**config.mk**
```make
export PLATFORM = sky130hd
export DESIGN_NAME = led_strip_pattern_generator
export DESIGN_NICKNAME = d
export VERILOG_FILES = /design/src/rtl/core/lspg_pkg.sv /design/src/rtl/core/led_strip_pattern_generator.sv /design/src/rtl/core/lspg_front.sv /design/src/rtl/core/lspg_queue.sv /design/src/rtl/core/lspg_back.sv
export SDC_FILE = /design/constraint.sdc
export NUM_CORES = 1
export LEC_CHECK = 0
export BUFFER_PORTS_ARGS = -buffer_cell sky130_fd_sc_hd__buf_2
export CAP_MARGIN = 20
export CORE_ASPECT_RATIO = 0.6
export CORE_MARGIN = 2
export CORE_UTILIZATION = 45
export DETAILED_ROUTE_END_ITERATION = 6
export HOLD_SLACK_MARGIN = 0.12
export PLACE_DENSITY_LB_ADDON = 0.15
export SLEW_MARGIN = 20
export SYNTH_ARGS = -nofsm -noshare
export SYNTH_HDL_FRONTEND = slang
export SYNTH_SLANG_ARGS = --single-unit
```
**constraint.sdc**
```tcl
create_clock -name clock -period 3.9 [get_ports clock]
set_input_delay 0.78 -clock clock [delete_from_list [all_inputs] [get_ports clock]]
set_output_delay 0.78 -clock clock [all_outputs]
set_load 0.02 [all_outputs]
```
**src/rtl/core/lspg_pkg.sv**
```systemverilog
`timescale 1ns / 1ps

package lspg_pkg;

   localparam int IDX_W   = 6;
   localparam int COLOR_W = 24;
   localparam int POS_W   = 7;

   localparam logic [COLOR_W-1:0] COLOR_OFF   = 24'h000000;
   localparam logic [COLOR_W-1:0] COLOR_WHITE = 24'hFFFFFF;
   localparam logic [COLOR_W-1:0] COLOR_RED   = 24'hFF0000;

   localparam logic [15:0] FRAMES_PER_EFFECT_RESET = 16'd400;

   typedef enum logic [1:0] {
      EFFECT_CYCLE  = 2'd0,
      EFFECT_BLINK  = 2'd1,
      EFFECT_BOUNCE = 2'd2,
      EFFECT_SPIN   = 2'd3
   } effect_type;

   // how the back end paints one frame
   typedef enum logic [1:0] {
      PAINT_FILL   = 2'd0,
      PAINT_BOUNCE = 2'd1,
      PAINT_SPIN   = 2'd2
   } paint_type;

   typedef struct packed {
      paint_type          paint;
      effect_type         effect;
      logic [COLOR_W-1:0] color;
      logic [POS_W-1:0]   pos;
   } frame_desc_type;

   function automatic logic [COLOR_W-1:0] palette(input logic [2:0] idx);
      logic [COLOR_W-1:0] c;
      case (idx)
         3'd0:    c = 24'hFF0000;
         3'd1:    c = 24'hFF7F00;
         3'd2:    c = 24'hFFFF00;
         3'd3:    c = 24'h00FF00;
         3'd4:    c = 24'h00FFFF;
         3'd5:    c = 24'h0000FF;
         3'd6:    c = 24'h7F007F;
         default: c = 24'hFF007F;
      endcase
      return c;
   endfunction

endpackage

```
**src/rtl/core/led_strip_pattern_generator.sv**
```systemverilog
`timescale 1ns / 1ps
// channel  direction  beat
// req      in         blank: 1 = all-off frame, 0 = advance one frame
// rsp      out        led_index, color, last_led, active_effect (one per LED)
// csr      in         frames_per_effect
//
// each request beat yields LED_TOTAL response beats, one per cycle while rsp is
// not stalled; the back end's LED counter sets that count.
// the front end classifies a request in its accept cycle and queues a frame
// descriptor (two deep), so requests keep flowing while a frame drains.
// reset is synchronous; all animation state returns to its start values.
// a stalled rsp holds its beat and the back end stops; the front end stalls
// only when the queue is full.
module led_strip_pattern_generator #(
   parameter int LED_TOTAL = 18,
   parameter int SEGMENTS  = 3
) (
   input  logic        clock,
   input  logic        reset,
   input  logic        req_valid,
   output logic        req_ready,
   input  logic        req_blank,
   output logic        rsp_valid,
   input  logic        rsp_ready,
   output logic [5:0]  rsp_led_index,
   output logic [23:0] rsp_color,
   output logic        rsp_last_led,
   output logic [1:0]  rsp_active_effect,
   input  logic        csr_valid,
   output logic        csr_ready,
   input  logic [15:0] csr_frames_per_effect
);
   import lspg_pkg::*;

   logic           push_valid, push_ready, pop_valid, pop_ready;
   frame_desc_type push_desc, pop_desc;

   lspg_front #(.LED_TOTAL(LED_TOTAL), .SEGMENTS(SEGMENTS)) u_front (
      .clock                (clock),
      .reset                (reset),
      .req_valid            (req_valid),
      .req_ready            (req_ready),
      .req_blank            (req_blank),
      .csr_valid            (csr_valid),
      .csr_ready            (csr_ready),
      .csr_frames_per_effect(csr_frames_per_effect),
      .push_valid           (push_valid),
      .push_ready           (push_ready),
      .push_desc            (push_desc)
   );

   lspg_queue u_queue (
      .clock     (clock),
      .reset     (reset),
      .push_valid(push_valid),
      .push_ready(push_ready),
      .push_desc (push_desc),
      .pop_valid (pop_valid),
      .pop_ready (pop_ready),
      .pop_desc  (pop_desc)
   );

   lspg_back #(.LED_TOTAL(LED_TOTAL), .SEGMENTS(SEGMENTS)) u_back (
      .clock            (clock),
      .reset            (reset),
      .pop_valid        (pop_valid),
      .pop_ready        (pop_ready),
      .pop_desc         (pop_desc),
      .rsp_valid        (rsp_valid),
      .rsp_ready        (rsp_ready),
      .rsp_led_index    (rsp_led_index),
      .rsp_color        (rsp_color),
      .rsp_last_led     (rsp_last_led),
      .rsp_active_effect(rsp_active_effect)
   );

endmodule

```
**src/rtl/core/lspg_front.sv**
```systemverilog
`timescale 1ns / 1ps

module lspg_front #(
   parameter int LED_TOTAL = 18,
   parameter int SEGMENTS  = 3
) (
   input  logic                    clock,
   input  logic                    reset,
   input  logic                    req_valid,
   output logic                    req_ready,
   input  logic                    req_blank,
   input  logic                    csr_valid,
   output logic                    csr_ready,
   input  logic [15:0]             csr_frames_per_effect,
   output logic                    push_valid,
   input  logic                    push_ready,
   output lspg_pkg::frame_desc_type push_desc
);
   import lspg_pkg::*;

   localparam logic [IDX_W-1:0] SEG_LEN  = IDX_W'(LED_TOTAL / SEGMENTS);
   localparam logic [POS_W-1:0] LED_ENDS = POS_W'(LED_TOTAL);

   logic [15:0] fpe_ff;
   effect_type  effect_ff, effect_in;
   logic [15:0] frame_cnt_ff, frame_cnt_in;
   logic [2:0]  cycle_idx_ff, cycle_idx_in;
   logic        blink_on_ff, blink_on_in;
   logic [IDX_W-1:0] bounce_pos_ff, bounce_pos_in;
   logic        bounce_fwd_ff, bounce_fwd_in;
   logic [POS_W-1:0] spin_pos_ff, spin_pos_in;
   logic [2:0]  spin_idx_ff, spin_idx_in;
   logic [15:0] frame_cnt_inc;
   logic        take;

   assign csr_ready  = 1'b1;
   assign req_ready  = push_ready;
   assign push_valid = req_valid;
   assign take       = req_valid & push_ready;

   always_comb begin
      push_desc.effect = effect_ff;
      push_desc.paint  = PAINT_FILL;
      push_desc.color  = COLOR_OFF;
      push_desc.pos    = '0;
      if (!req_blank) begin
         case (effect_ff)
            EFFECT_CYCLE: begin
               push_desc.color = palette(cycle_idx_ff);
            end
            EFFECT_BLINK: begin
               push_desc.color = blink_on_ff ? COLOR_WHITE : COLOR_OFF;
            end
            EFFECT_BOUNCE: begin
               push_desc.paint = PAINT_BOUNCE;
               push_desc.color = COLOR_RED;
               push_desc.pos   = {1'b0, bounce_pos_ff};
            end
            default: begin
               push_desc.paint = PAINT_SPIN;
               push_desc.color = palette(spin_idx_ff);
               push_desc.pos   = spin_pos_ff;
            end
         endcase
      end
   end

   always_comb begin
      effect_in     = effect_ff;
      frame_cnt_in  = frame_cnt_ff;
      cycle_idx_in  = cycle_idx_ff;
      blink_on_in   = blink_on_ff;
      bounce_pos_in = bounce_pos_ff;
      bounce_fwd_in = bounce_fwd_ff;
      spin_pos_in   = spin_pos_ff;
      spin_idx_in   = spin_idx_ff;
      frame_cnt_inc = frame_cnt_ff + 16'd1;
      if (take && !req_blank) begin
         case (effect_ff)
            EFFECT_CYCLE: begin
               cycle_idx_in = cycle_idx_ff + 3'd1;
            end
            EFFECT_BLINK: begin
               blink_on_in = ~blink_on_ff;
            end
            EFFECT_BOUNCE: begin
               if (SEG_LEN <= IDX_W'(1)) begin
                  bounce_pos_in = '0;
               end else if (bounce_fwd_ff) begin
                  if ({1'b0, bounce_pos_ff} + 7'd1 >= {1'b0, SEG_LEN}) begin
                     bounce_fwd_in = 1'b0;
                     bounce_pos_in = bounce_pos_ff - IDX_W'(1);
                  end else begin
                     bounce_pos_in = bounce_pos_ff + IDX_W'(1);
                  end
               end else begin
                  if (bounce_pos_ff <= IDX_W'(1)) begin
                     bounce_fwd_in = 1'b1;
                     bounce_pos_in = bounce_pos_ff + IDX_W'(1);
                  end else begin
                     bounce_pos_in = bounce_pos_ff - IDX_W'(1);
                  end
               end
            end
            default: begin
               // one dark frame after the last LED, then restart at the first
               spin_pos_in = (spin_pos_ff >= LED_ENDS) ? '0 : spin_pos_ff + POS_W'(1);
               spin_idx_in = spin_idx_ff + 3'd1;
            end
         endcase
         if (frame_cnt_inc >= fpe_ff) begin
            effect_in    = effect_type'(effect_ff + 2'd1);
            frame_cnt_in = '0;
         end else begin
            frame_cnt_in = frame_cnt_inc;
         end
      end
   end

   always_ff @(posedge clock) begin
      if (reset) begin
         fpe_ff        <= FRAMES_PER_EFFECT_RESET;
         effect_ff     <= EFFECT_CYCLE;
         frame_cnt_ff  <= '0;
         cycle_idx_ff  <= '0;
         blink_on_ff   <= 1'b1;
         bounce_pos_ff <= '0;
         bounce_fwd_ff <= 1'b1;
         spin_pos_ff   <= '0;
         spin_idx_ff   <= '0;
      end else begin
         if (csr_valid) begin
            fpe_ff <= csr_frames_per_effect;
         end
         effect_ff     <= effect_in;
         frame_cnt_ff  <= frame_cnt_in;
         cycle_idx_ff  <= cycle_idx_in;
         blink_on_ff   <= blink_on_in;
         bounce_pos_ff <= bounce_pos_in;
         bounce_fwd_ff <= bounce_fwd_in;
         spin_pos_ff   <= spin_pos_in;
         spin_idx_ff   <= spin_idx_in;
      end
   end

endmodule

```
**src/rtl/core/lspg_queue.sv**
```systemverilog
`timescale 1ns / 1ps

module lspg_queue (
   input  logic                     clock,
   input  logic                     reset,
   input  logic                     push_valid,
   output logic                     push_ready,
   input  lspg_pkg::frame_desc_type push_desc,
   output logic                     pop_valid,
   input  logic                     pop_ready,
   output lspg_pkg::frame_desc_type pop_desc
);
   import lspg_pkg::*;

   frame_desc_type entry_ff [2];
   logic       wr_ptr_ff, wr_ptr_in;
   logic       rd_ptr_ff, rd_ptr_in;
   logic [1:0] count_ff, count_in;
   logic       do_push, do_pop;

   assign push_ready = (count_ff != 2'd2);
   assign pop_valid  = (count_ff != 2'd0);
   assign pop_desc   = entry_ff[rd_ptr_ff];
   assign do_push    = push_valid & push_ready;
   assign do_pop     = pop_valid & pop_ready;

   always_comb begin
      wr_ptr_in = do_push ? ~wr_ptr_ff : wr_ptr_ff;
      rd_ptr_in = do_pop ? ~rd_ptr_ff : rd_ptr_ff;
      count_in  = count_ff + {1'b0, do_push} - {1'b0, do_pop};
   end

   always_ff @(posedge clock) begin
      if (reset) begin
         wr_ptr_ff <= 1'b0;
         rd_ptr_ff <= 1'b0;
         count_ff  <= 2'd0;
      end else begin
         wr_ptr_ff <= wr_ptr_in;
         rd_ptr_ff <= rd_ptr_in;
         count_ff  <= count_in;
      end
   end

   always_ff @(posedge clock) begin
      if (do_push) begin
         entry_ff[wr_ptr_ff] <= push_desc;
      end
   end

endmodule

```
**src/rtl/core/lspg_back.sv**
```systemverilog
`timescale 1ns / 1ps

module lspg_back #(
   parameter int LED_TOTAL = 18,
   parameter int SEGMENTS  = 3
) (
   input  logic                     clock,
   input  logic                     reset,
   input  logic                     pop_valid,
   output logic                     pop_ready,
   input  lspg_pkg::frame_desc_type pop_desc,
   output logic                     rsp_valid,
   input  logic                     rsp_ready,
   output logic [5:0]               rsp_led_index,
   output logic [23:0]              rsp_color,
   output logic                     rsp_last_led,
   output logic [1:0]               rsp_active_effect
);
   import lspg_pkg::*;

   localparam int K_W = $clog2(SEGMENTS + 1);
   localparam logic [IDX_W-1:0] LAST    = IDX_W'(LED_TOTAL - 1);
   localparam logic [IDX_W-1:0] SEG_LEN = IDX_W'(LED_TOTAL / SEGMENTS);
   localparam logic [K_W-1:0]   SEG_CNT = K_W'(SEGMENTS);

   frame_desc_type   desc_ff, desc_in;
   logic             busy_ff, busy_in;
   logic [IDX_W-1:0] led_cnt_ff, led_cnt_in;
   logic [7:0]       next_hit_ff, next_hit_in;
   logic [K_W-1:0]   hits_ff, hits_in;
   logic             rsp_valid_ff, rsp_valid_in;
   logic [IDX_W-1:0] rsp_idx_ff;
   logic [COLOR_W-1:0] rsp_color_ff, color_now;
   logic             rsp_last_ff;
   logic [1:0]       rsp_effect_ff;
   logic             emit, is_last, hit, load;

   assign emit      = busy_ff & (~rsp_valid_ff | rsp_ready);
   assign is_last   = (led_cnt_ff == LAST);
   assign load      = pop_valid & (~busy_ff | (emit & is_last));
   assign pop_ready = ~busy_ff | (emit & is_last);

   // bounce dots sit at pos, pos+L, pos+2L ... walked in LED order
   assign hit = ({2'b00, led_cnt_ff} == next_hit_ff) && (hits_ff < SEG_CNT);

   always_comb begin
      case (desc_ff.paint)
         PAINT_FILL:   color_now = desc_ff.color;
         PAINT_BOUNCE: color_now = hit ? desc_ff.color : COLOR_OFF;
         PAINT_SPIN:   color_now = ({1'b0, led_cnt_ff} == desc_ff.pos) ?
                                   desc_ff.color : COLOR_OFF;
         default:      color_now = COLOR_OFF;
      endcase
   end

   always_comb begin
      desc_in      = desc_ff;
      busy_in      = busy_ff;
      led_cnt_in   = led_cnt_ff;
      next_hit_in  = next_hit_ff;
      hits_in      = hits_ff;
      rsp_valid_in = rsp_valid_ff & ~rsp_ready;
      if (emit) begin
         rsp_valid_in = 1'b1;
         led_cnt_in   = is_last ? '0 : led_cnt_ff + IDX_W'(1);
         if (hit) begin
            next_hit_in = next_hit_ff + {2'b00, SEG_LEN};
            hits_in     = hits_ff + K_W'(1);
         end
         if (is_last) begin
            busy_in = 1'b0;
         end
      end
      if (load) begin
         desc_in     = pop_desc;
         busy_in     = 1'b1;
         next_hit_in = {1'b0, pop_desc.pos};
         hits_in     = '0;
      end
   end

   always_ff @(posedge clock) begin
      if (reset) begin
         busy_ff      <= 1'b0;
         led_cnt_ff   <= '0;
         rsp_valid_ff <= 1'b0;
      end else begin
         busy_ff      <= busy_in;
         led_cnt_ff   <= led_cnt_in;
         rsp_valid_ff <= rsp_valid_in;
      end
   end

   always_ff @(posedge clock) begin
      desc_ff     <= desc_in;
      next_hit_ff <= next_hit_in;
      hits_ff     <= hits_in;
      if (emit) begin
         rsp_idx_ff    <= led_cnt_ff;
         rsp_color_ff  <= color_now;
         rsp_last_ff   <= is_last;
         rsp_effect_ff <= desc_ff.effect;
      end
   end

   assign rsp_valid         = rsp_valid_ff;
   assign rsp_led_index     = rsp_idx_ff;
   assign rsp_color         = rsp_color_ff;
   assign rsp_last_led      = rsp_last_ff;
   assign rsp_active_effect = rsp_effect_ff;

   a_last_flag: assert property (@(posedge clock) disable iff (reset)
      rsp_valid_ff && rsp_last_ff |-> rsp_idx_ff == LAST)
      else $error("last flag on wrong led");

   a_walk: assert property (@(posedge clock) disable iff (reset)
      emit && !is_last |=> led_cnt_ff == $past(led_cnt_ff) + IDX_W'(1))
      else $error("led counter skipped");

   a_idle_cnt: assert property (@(posedge clock) disable iff (reset)
      !busy_ff |-> led_cnt_ff == '0)
      else $error("led counter not rewound between frames");

   a_frame_start: assert property (@(posedge clock) disable iff (reset)
      load |=> busy_ff && led_cnt_ff == '0)
      else $error("frame loaded mid-frame");

endmodule

```
# == Yosys cells after proc, flatten, opt, wreduce, memory -nomap -nowiden ==
# Memories as Yosys holds them, arrays and structs flattened. A register that Yosys moved wholly into a read port is not among the register bits.
# Index checks and enable logic that the tools add are counted.
# totals
ff_bits,145
latchBits,0
ram_bits,70
mem_bits_ro,0
mem_count,1
# memory_table
memory,depth,width,read_ports,rd_ports_with_merged_regs,wr,line,text
u_queue.entry_ff,2,35,1,1,1,lspg_queue.sv:15,frame_desc_type entry_ff [2];
# classes
addsub,13
n_mul,0
n_div,0
magnitude_cmp,5
n_eq_ne,20
n_shift,0
muxes,31
bitwise_logic,14
reduce_logical,21
# ops
cell,count
$pmux W24 S7,2
$pmux W24 S3,2
$mux W24,3
$mux W31,1
$mux W7,4
$mux W6,4
$eq A3 B3 Y1 const B,6
$add A16 B1 Y16 const B,1
$ge A16 B16 Y1,1
$mux W16,1
$reduce_and A2 Y1,8
$pmux W7 S2,1
$add A6 B1 Y6 const B,2
$eq A3 B2 Y1 const B,4
$mux W1,11
$add A8 B3 Y8 const B,1
$eq A6 B8 Y1,1
$reduce_bool A2 Y1,4
$add A6 B1 Y7 const B,1
$add A7 B1 Y7 const B,1
$eq A6 B7 Y1,1
$ge A7 B3 Y1 const B,1
$ge A7 B5 Y1 const B,1
$not A1 Y1,7
other kinds (22),35

# == Logic depth before layout (Yosys ltp) ==
# Gate-level depths: netlist of the first run.
# depth
ltp_word,8
ltp_mapped,13
ltp_nobuf,12

# == Modules after synthesis ==
# A second synthesis of the first run with hierarchy kept.
# hier_totals
cells_unflattened,812
hier_area_um2,9849.4
# modules_own_cells
module,n_inst,cells_per_inst,area_each_um2
lspg_front,1,468,3746.1
lspg_back,1,206,3319.4
lspg_queue,1,138,2783.9

# == Least setup slack after synthesis of the first run ==
# No wires, ideal clock.
# synth_path
path_type,register to register
from,register u_front.frame_cnt_ff[4]
to,register u_front.frame_cnt_ff[11]
arrival_time_ns,2.961
required_ns,3.839
path_slack_ns,0.878
path_stages_with_launch,14
n_path_buf,2
cell_sequence,dfxtp_1 nand3_2 or3_1 buf_2 nor3_4 nand2_1 xnor2_1 ha_1 a21oi_1 o21ai_0 a21o_2 buf_6 nor3_2 a32o_1
# synth_via
elab_chain_len,3
# synth_rtl
element,line,text
"start, declared",lspg_front.sv:26,"logic [15:0] frame_cnt_ff, frame_cnt_in;"
"start signal, assigned",lspg_front.sv:136,frame_cnt_ff <= frame_cnt_in;
$add A16 B1 Y16 *,lspg_front.sv:77,frame_cnt_inc = frame_cnt_ff + 16'd1;
$ge A16 B16 Y1,lspg_front.sv:111,if (frame_cnt_inc >= fpe_ff) begin
$mux W16 *,lspg_front.sv:111,
# Mark *: on every way between the ends. The rest lies on a longest branch, timed or not.
# A chain may end at the register's enable or synchronous reset.

# == Worst setup path after layout of the first run ==
# layout_path
from,register u_front.frame_cnt_ff[4]
to,register u_front.effect_ff[0]
# layout_via
elab_chain_len,3
# layout_rtl
element,line,text
$add A16 B1 Y16,lspg_front.sv:77,
$ge A16 B16 Y1,lspg_front.sv:111,
$reduce_and A2 Y1 (no source line),n/a,
"end signal, assigned",lspg_front.sv:135,effect_ff <= effect_in;
"end, declared",lspg_front.sv:25,"effect_type effect_ff, effect_in;"
# Every way passes these cells.

==> impl_summary.md, run 1 <==
Yosys
The sequential area share after synthesis is around half. Synthesis produced a netlist whose cell count is 688. When the netlist entered floorplanning its net count stood at 752.

The largest area contributor in the netlist is edfxtp_1. The share of synthesized flip-flops with an asynchronous set or reset is 0%. Sorting the synthesized cells by area gives the leading types as edfxtp_1 (30%), dfxtp_1 (19%), ha_1 (7.2%), xnor2_1 (3.9%), mux2_2 (3.7%). The cell area that synthesis handed to floorplanning was between 7000 and 8000 um2.

The number of different library cells in the post-synthesis netlist is 71. The average instance area after synthesis is between 10 and 15 um2. The synthesized design devotes to its leading area cell type between 20% and 30% of total area. The number of flops mapped to enable cells by yosys is 73. The most used flip-flop cell after synthesis is edfxtp_1.

The flip-flop and latch count after synthesis is ~140. The Yosys step of the flow raised 0 warnings.

Timing
The final sum of negative setup slack is 0 ps. The final period utilization is between 90 and 100%. Setup repair after global routing left no endpoint under its margin. The worst path in the final design needs a cycle of between 3000 and 4000 ps, including I/O delays and setup. Between clock sinks in the finished design, the worst skew comes to 9.41 ps.

Across all setup checks in the final design, the least slack found is about 340 ps. The count of endpoints failing hold in the final timing report is 0. The worst pin sits at a relative slew slack of between 40% and 50%. The final count of pins violating max slew is 0. The measured slew at the worst slew-check pin is ~840 ps.

The highest clock rate is 0.281 GHz. Setup violations remaining at the end of the flow were counted as 0.

Power and ir drop
The cell leakage power is around 3.3 nW. The worst-case IR drop observed on VDD is between 200 and 300 uV. Of the total power, the clock network draws between 30% and 40%.

The share of total power dissipated in combinational logic is a little over a fifth. The switching component of the power is between 1 and 1.5 mW. Net switching is a little under a third of the power. The internal power component is roughly 3.2 mW. Dividing total power by cell area gives a power density of approximately 570 nW/um2. Per report_power, the sequential group accounts for ~45% of the total.

Clocking
The number of buffers created by CTS is 17. The clock tree synthesis step divided the H-tree into 4 levels. In this run, post-CTS repair resized a total of 0 instances. The number of post-CTS setup repair buffers is 0. The clock root buffer is clkbuf_16.

The hold-fix buffer count after cts is 0. The sink count of the clock tree is about 140. The source-to-sink clock delay at the later pin of the worst-skew pair is 420 ps. The post-CTS clock slew at the launch and capture registers of the worst setup and hold paths is 60 ps. Counting along the longest clock path gives a buffer depth of 2.

TritonCTS built the clock tree.

Final layout
Summing all multi-input logic gate instances after layout gives about 3300 um2. The repair_antennas step left the layout with diodes totalling 0. The final layout contains slightly below 800 nets.

The finished cells cover between 8000 and 9000 um2. The top cell types in the final layout, fill and taps aside, are edfxtp_1 (73), nor2_1 (71), dfxtp_1 (71). The library cell used most frequently in the layout, excluding fill and tap cells, is edfxtp_1. The post-layout instance count excluding filler cells is ~940. Relative to the synthesized area, the layout overhead comes to 11.8%. The number of fill cells is around 1400. The sequential cell area is approximately 3600 um2. The share of final-layout standard cells stronger than drive strength 1 is between 15 and 20%.

Critical path
The data required time at the worst endpoint is ~4200 ps. The data arrival time of the worst path is ~3900 ps. The worst setup path is of the reg2reg kind.

Of all nets on the critical path, the largest fanout is 13. STA classifies the critical path endpoint as a flip-flop. In this run the critical register-to-register path is launched from u_front.frame_cnt_ff[4]$_SDFFE_PP0P_.

The nature of the critical path startpoint is a flip-flop. The start point of the critical path is u_front.frame_cnt_ff[4]$_SDFFE_PP0P_.

Placed design
Timing analysis after detailed placement gives a worst setup slack of 401 ps. The instance area after placement is ~7600 um2. Including well taps, the total number of placed cells is 912. The half-perimeter wire length after placement is 10800 um. During placement, the flow inserted port buffers numbering 56.

The final weighted congestion in routability-driven placement is 0.866.

Routing
The first-iteration detailed-routing DRC count is 371. In the routed design, unresolved DRC markers number 0. Before antenna repair, the detailed router went through 5 iterations. The detailed router placed ~5000 vias in this run. After detailed routing, the number of vias per cell comes to 5.34.

The number of nets with antenna violations after routing is 0. Summed over all layers, the routed wires come to ~15000 um. The routed length per placed instance is 16.0 um.

Global route
Across every metal layer, demand over resource in global routing totals a little under a fifth. The number of antenna violations at the first check in global routing is 0. The total overflow left after global routing is 0. The first global-routing pass estimated roughly 24000 um of wire. The number of global-route vias before repair came to 4726. Entering global routing, the biggest net connects 48 pins.

Floorplan
The die covers around 17000 um2. The initial standard-cell utilization of the core is a little under half. The floorplan step set the die width to between 150 and 200 um. The floorplan step defined a core boundary enclosing approximately 16000 um2. The number of top-level design ports is 58.

The die span in y is 103 um. The standard-cell row count is 36.

Run
The number of violations of the max-capacitance limit is 0.

Status
The flow ran to the end, and the final reports show no timing, DRC or antenna violations.

Worst hold path
The startpoint identified for the worst hold timing path is u_back.desc_ff[32]$_DFFE_PP_. The tightest min-delay check is of the reg2reg type.
final cells by class:
| class | count | area share, % |
|---|---|---|
| flip-flops and latches | 144 | 44.0 |
| multi-input cells | 453 | 39.8 |
| clock buffers | 20 | 5.84 |
| repair buffers | 62 | 3.97 |
| well taps | 209 | 3.19 |
| inverters | 44 | 2.01 |
| clock inverters | 12 | 1.19 |
final timing paths:
check                                           to  cells after the start  slack (ps)
max              u_front.effect_ff[0]$_SDFFE_PP0P_                     11         340
max reg2reg      u_front.effect_ff[0]$_SDFFE_PP0P_                     11         340
min reg2reg  u_back.rsp_active_effect[1]$_DFFE_PP_                      0         420
min          u_back.rsp_active_effect[1]$_DFFE_PP_                      0         420
sequential cells by signal, indices dropped and copies added (netlist names), 7 cells and up, named ones only:
signal                flops
u_back.desc_ff           17
u_back.next_hit_ff        8
u_front.fpe_ff           16
u_front.frame_cnt_ff     16
u_front.spin_pos_ff       7
u_queue.entry_ff         34
routing by layer:
layer  wire length (um)  global-route usage (%)  up-vias
met5                  0                       0        -
met4                137                    5.31        0
met3                638                    4.45       11
met2               5930                    25.2      112
met1               8350                    27.6     2402
li1                   -                       -     2518
critical path, stage by stage (launching register included):
cell and delay [ps]:
dfxtp_1 480, nand3_2 140, or3_1 540, nor3_4 250, nand2_1 90, xnor2_1 140, ha_1 300, nand2_1 90
nor4_1 370, o311a_2 460, o21a_1 240, mux2_2 340
synthesized netlist by cell type (8+ instances only):
master and count:
edfxtp_1 73, dfxtp_1 71, nor2_1 71, nand2_1 46, inv_1 43, ha_1 42
xnor2_1 33, mux2_2 24, xor2_1 21, buf_4 19, a21oi_1 17, nor3_1 17
mux2i_1 15, o21ai_0 13, and3_1 12, clkbuf_1 12, nand3_1 12, a211oi_1 11
o211ai_1 11, buf_2 10, nor2b_1 10, nand4_1 8, o41ai_1 8
power groups by stage:
stage          combinational [mW]  sequential [mW]  clock (mW)
6_report                    0.970             2.11        1.57
5_1_grt                      1.07             2.15        1.66
2_1_floorplan               0.741             2.13           0
3_3_place_gp                0.952             2.14           0
3_5_place_dp                0.970             2.14           0
4_1_cts                     0.978             2.11        1.59
logic make-up after synthesis:
family                   share of synthesized area, %
AO/OA/AOI/OAI                                    10.4
flip-flops                                       49.2
adder cells (fa/ha/maj)                          7.16
multiplexers                                     5.73
buffers and inverters                            6.29
XOR/XNOR                                         6.45
AND/OR/NAND/NOR                                  14.7
other                                          0.0511
metrics by stage:
stage | power [mW] | utilization [%] | hold WS, ps
after CTS | 4.69 | 51.0 | 426
after floorplan | 2.87 | - | 400
after global placement | 3.09 | 47.4 | 415
after detailed placement | 3.11 | 47.4 | 412
final | 4.65 | 51.0 | 422
after global routing | 4.88 | 51.0 | 439
No activity file was read; power rests on OpenSTA's default activity.
==> run 2, diff against run 1 <==
REMOVE_ABC_BUFFERS = 1   (was unset)
==> run 2 against run 1 <==
Worst hold slack gained 5.3 ps. Cell count did not move. Sequential power about the same. Maximum frequency rose by 1.4%. Sequential share of layout area down 0.054 points. Global-route usage increased by 0.29 points. Core utilization grew 0.062 points. Register-to-register slack gained 50 ps. Critical path depth is the same. Count of clock-buffer cells in the layout decreased by 2. Non-clock buffer count unchanged. Critical endpoint unchanged. Largest power group unchanged.
==> impl_summary.md, run 2 (same netlist as run 1, synthesis figures left out) <==
Status
The flow ran to the end, and the final reports show no timing, DRC or antenna violations.

Final layout
The net count reported at finish is 786 (unchanged). The number of antenna cells inserted is 0 (unchanged). The multi-input gate area in the final layout is 3260 um2 (about the same). The largest registers in the layout are u_queue.entry_ff (34), u_back.desc_ff (17). The number of fill cells is 1403 (-0.64%).

The most common cell after layout, fill and taps aside is edfxtp_1. The sequential cell area is 3610 um2 (unchanged). The register bank with the most flops is u_queue.entry_ff. Leaving out fill and tap cells, the most frequent cells in the layout are edfxtp_1 (73), dfxtp_1 (71), nor2_1 (70). The share of final-layout standard cells stronger than drive strength 1 came to 18.5% (unchanged). The flip-flop count of the largest register after layout came to 34 (unchanged). The synthesis-to-layout area growth is 12.0%.

Routing
The number of nets with antenna violations after routing is 0 (unchanged). The first-iteration detailed-routing DRC count is 505 (+36%). The routed length per placed instance is 16.2 um (+1.7%). The routed wire length is 15300 um (+1.7%).

The via count of the routed design was 5007 (-0.71%). The post-route DRC violation count is 0 (unchanged). The number of search-and-repair iterations in the first detailed-routing pass is 7 (+2).

The detail-routed via count per cell is 5.30 (-0.71%).

Timing
The count of endpoints failing hold in the final timing report came to 0 (unchanged). The final-report setup violation count is 0 (unchanged). The worst hold slack across all endpoints is 428 ps (+5.32 ps). The final sum of negative setup slack is 0 ps (unchanged). The final count of pins violating max slew is 0 (unchanged). The worst-case headroom to the max-slew limit is 39.5% (-4.4 points). The highest clock rate is 0.285 GHz (+1.4%). The post-route minimum period came to 3510 ps (-48.0 ps).

The worst clock skew on the final layout is 12.8 ps (+3.42 ps). The measured slew at the worst slew-check pin was 906 ps (+65.6 ps). Setup repair after global routing left no endpoint under its margin. The final period utilization is 89.9% (-1.2 points).

Floorplan
The die span in y is 103 um (unchanged). The x dimension of the die is 169 um (unchanged). The number of top-level design ports is 58 (unchanged). The core outline area is 16100 um2 (unchanged). The initial standard-cell utilization of the core is 45.6% (unchanged). The die outline area came to 17400 um2 (unchanged). The standard-cell row count is 36 (unchanged).

Critical path
The largest fanout of any net on the critical path is 11 (-2). Traced cell by cell, the critical path runs through ha_1 -> and3_4 -> and4_2 -> nand4_1 -> xnor2_1 -> ha_1 -> nand2_1 -> o21ai_0 -> a21o_2 -> o21a_1 -> mux2_2. STA classifies the critical path endpoint as a flip-flop. The slowest cell on the critical path is o21ai_0. The maximum cell stage delay along the critical path is 490 ps (-50 ps). The most repeated library cell on the critical path is ha_1.

The worst setup path is launched from a flip-flop. The data arrival time of the worst path is 3810 ps (-50 ps). The data required time at the worst endpoint is 4200 ps (about the same). The worst setup path is of the reg2reg kind.

The number of cell instances on the worst register-to-register path is 11 (unchanged).

Worst hold path
In this run the worst hold path is classified as reg2reg. The cell depth of the worst hold path came to 0 (unchanged).

Global route
The global-route wire length before repair is 24700 um (+1.7%). The number of antenna violations at the first check in global routing came to 0 (unchanged). The remaining global-route overflow is 0 (unchanged). The maximum number of pins on one net before global-route repair was 34 (-29%). The number of global-route vias before repair was 4743 (+0.36%).

The overall track demand over capacity in global routing is 18.4% (+0.29 points).

Clocking
TritonCTS built the clock tree. The hold-fix buffer count after cts is 0 (unchanged). The number of instances resized during post-cts repair is 0 (unchanged).

The post-CTS clock slew at the launch and capture registers of the worst setup and hold paths is 60 ps (about the same). The number of post-CTS setup repair buffers is 0 (unchanged). The maximum count of clock buffers along a single path came to 2 (unchanged).

The source-to-sink clock delay at the later pin of the worst-skew pair was 410 ps (about the same). The sink count of the clock tree was 144 (unchanged). The maximum level of the CTS H-tree is 4 (unchanged).

The clock root buffer is clkbuf_16. The number of buffers created by CTS was 17 (unchanged).

Placed design
The half-perimeter wire length after placement is 11000 um (+1.7%). The count of input and output buffers is 56 (unchanged). The final weighted congestion in routability-driven placement was 0.879 (+1.5%).

Power and ir drop
The cell leakage power is 3.33 nW (+0.15%). The peak supply drop was 372 uV (+32%). The areal power density over the cells is 570 nW/um2 (+0.50%).

Run
The number of violations of the max-capacitance limit is 0 (unchanged).
==> run 2: metal layers <==
metal | GRT usage, % | vias to the layer above | part of all wire, %
li1 | - | 2505 | -
met1 | 28.0 | 2365 | 54
met2 | 25.9 | 129 | 40
met3 | 4.45 | 8 | 5.4
met4 | 5.17 | 0 | 0.82
met5 | 0 | - | 0
==> run 2: worst max-delay path: cells and delay by family, from the launching register on <==
family	cells	cell delay, ps
AO/OA/AOI/OAI	3	1120
AND/OR/NAND/NOR	4	760
adder cells (fa/ha/maj)	2	580
flip-flops	1	430
multiplexers	1	340
XOR/XNOR	1	170
==> run 2: stage by stage <==
stage | power (mW) | setup WS (ps) | util (%) | cell area [um2] | std cells
floorplan | 2.78 | 844 | - | 7040 | 641
global placement | 3.08 | 620 | 47.4 | 7630 | 912
detailed placement | 3.10 | 471 | 47.4 | 7630 | 912
CTS | 4.73 | 440 | 51.1 | 8210 | 944
global route | 4.93 | 219 | 51.1 | 8210 | 944
finish | 4.68 | 393 | 51.1 | 8210 | 944
==> run 2: path summary, 6_finish.rpt <==
check | from | endpoint | slack (ps)
hold / removal | u_back.desc_ff[32]$_DFFE_PP_ | u_back.rsp_active_effect[1]$_DFFE_PP_ | 430
setup reg to reg | u_front.frame_cnt_ff[0]$_SDFFE_PP0P_ | u_front.effect_ff[0]$_SDFFE_PP0P_ | 390
hold reg to reg | u_back.desc_ff[32]$_DFFE_PP_ | u_back.rsp_active_effect[1]$_DFFE_PP_ | 430
setup / recovery | u_front.frame_cnt_ff[0]$_SDFFE_PP0P_ | u_front.effect_ff[0]$_SDFFE_PP0P_ | 390
==> run 2: report_power, final <==
part / switching, mW / total [mW] / internal (mW)
registers: 0.167 / 2.10 / 1.93
logic: 0.563 / 0.962 / 0.400
clock network: 0.667 / 1.62 / 0.954
total: 1.40 / 4.68 / 3.28
==> run 2: layout make-up <==
| type | instances | share of cell area (%) |
|---|---|---|
| Clock buffer | 18 | 5.22 |
| Clock inverter | 14 | 1.89 |
| Inverter | 44 | 2.01 |
| Multi-Input combinational cell | 453 | 39.7 |
| Sequential cell | 144 | 44.0 |
| Tap cell | 209 | 3.18 |
| Timing Repair Buffer | 62 | 3.96 |
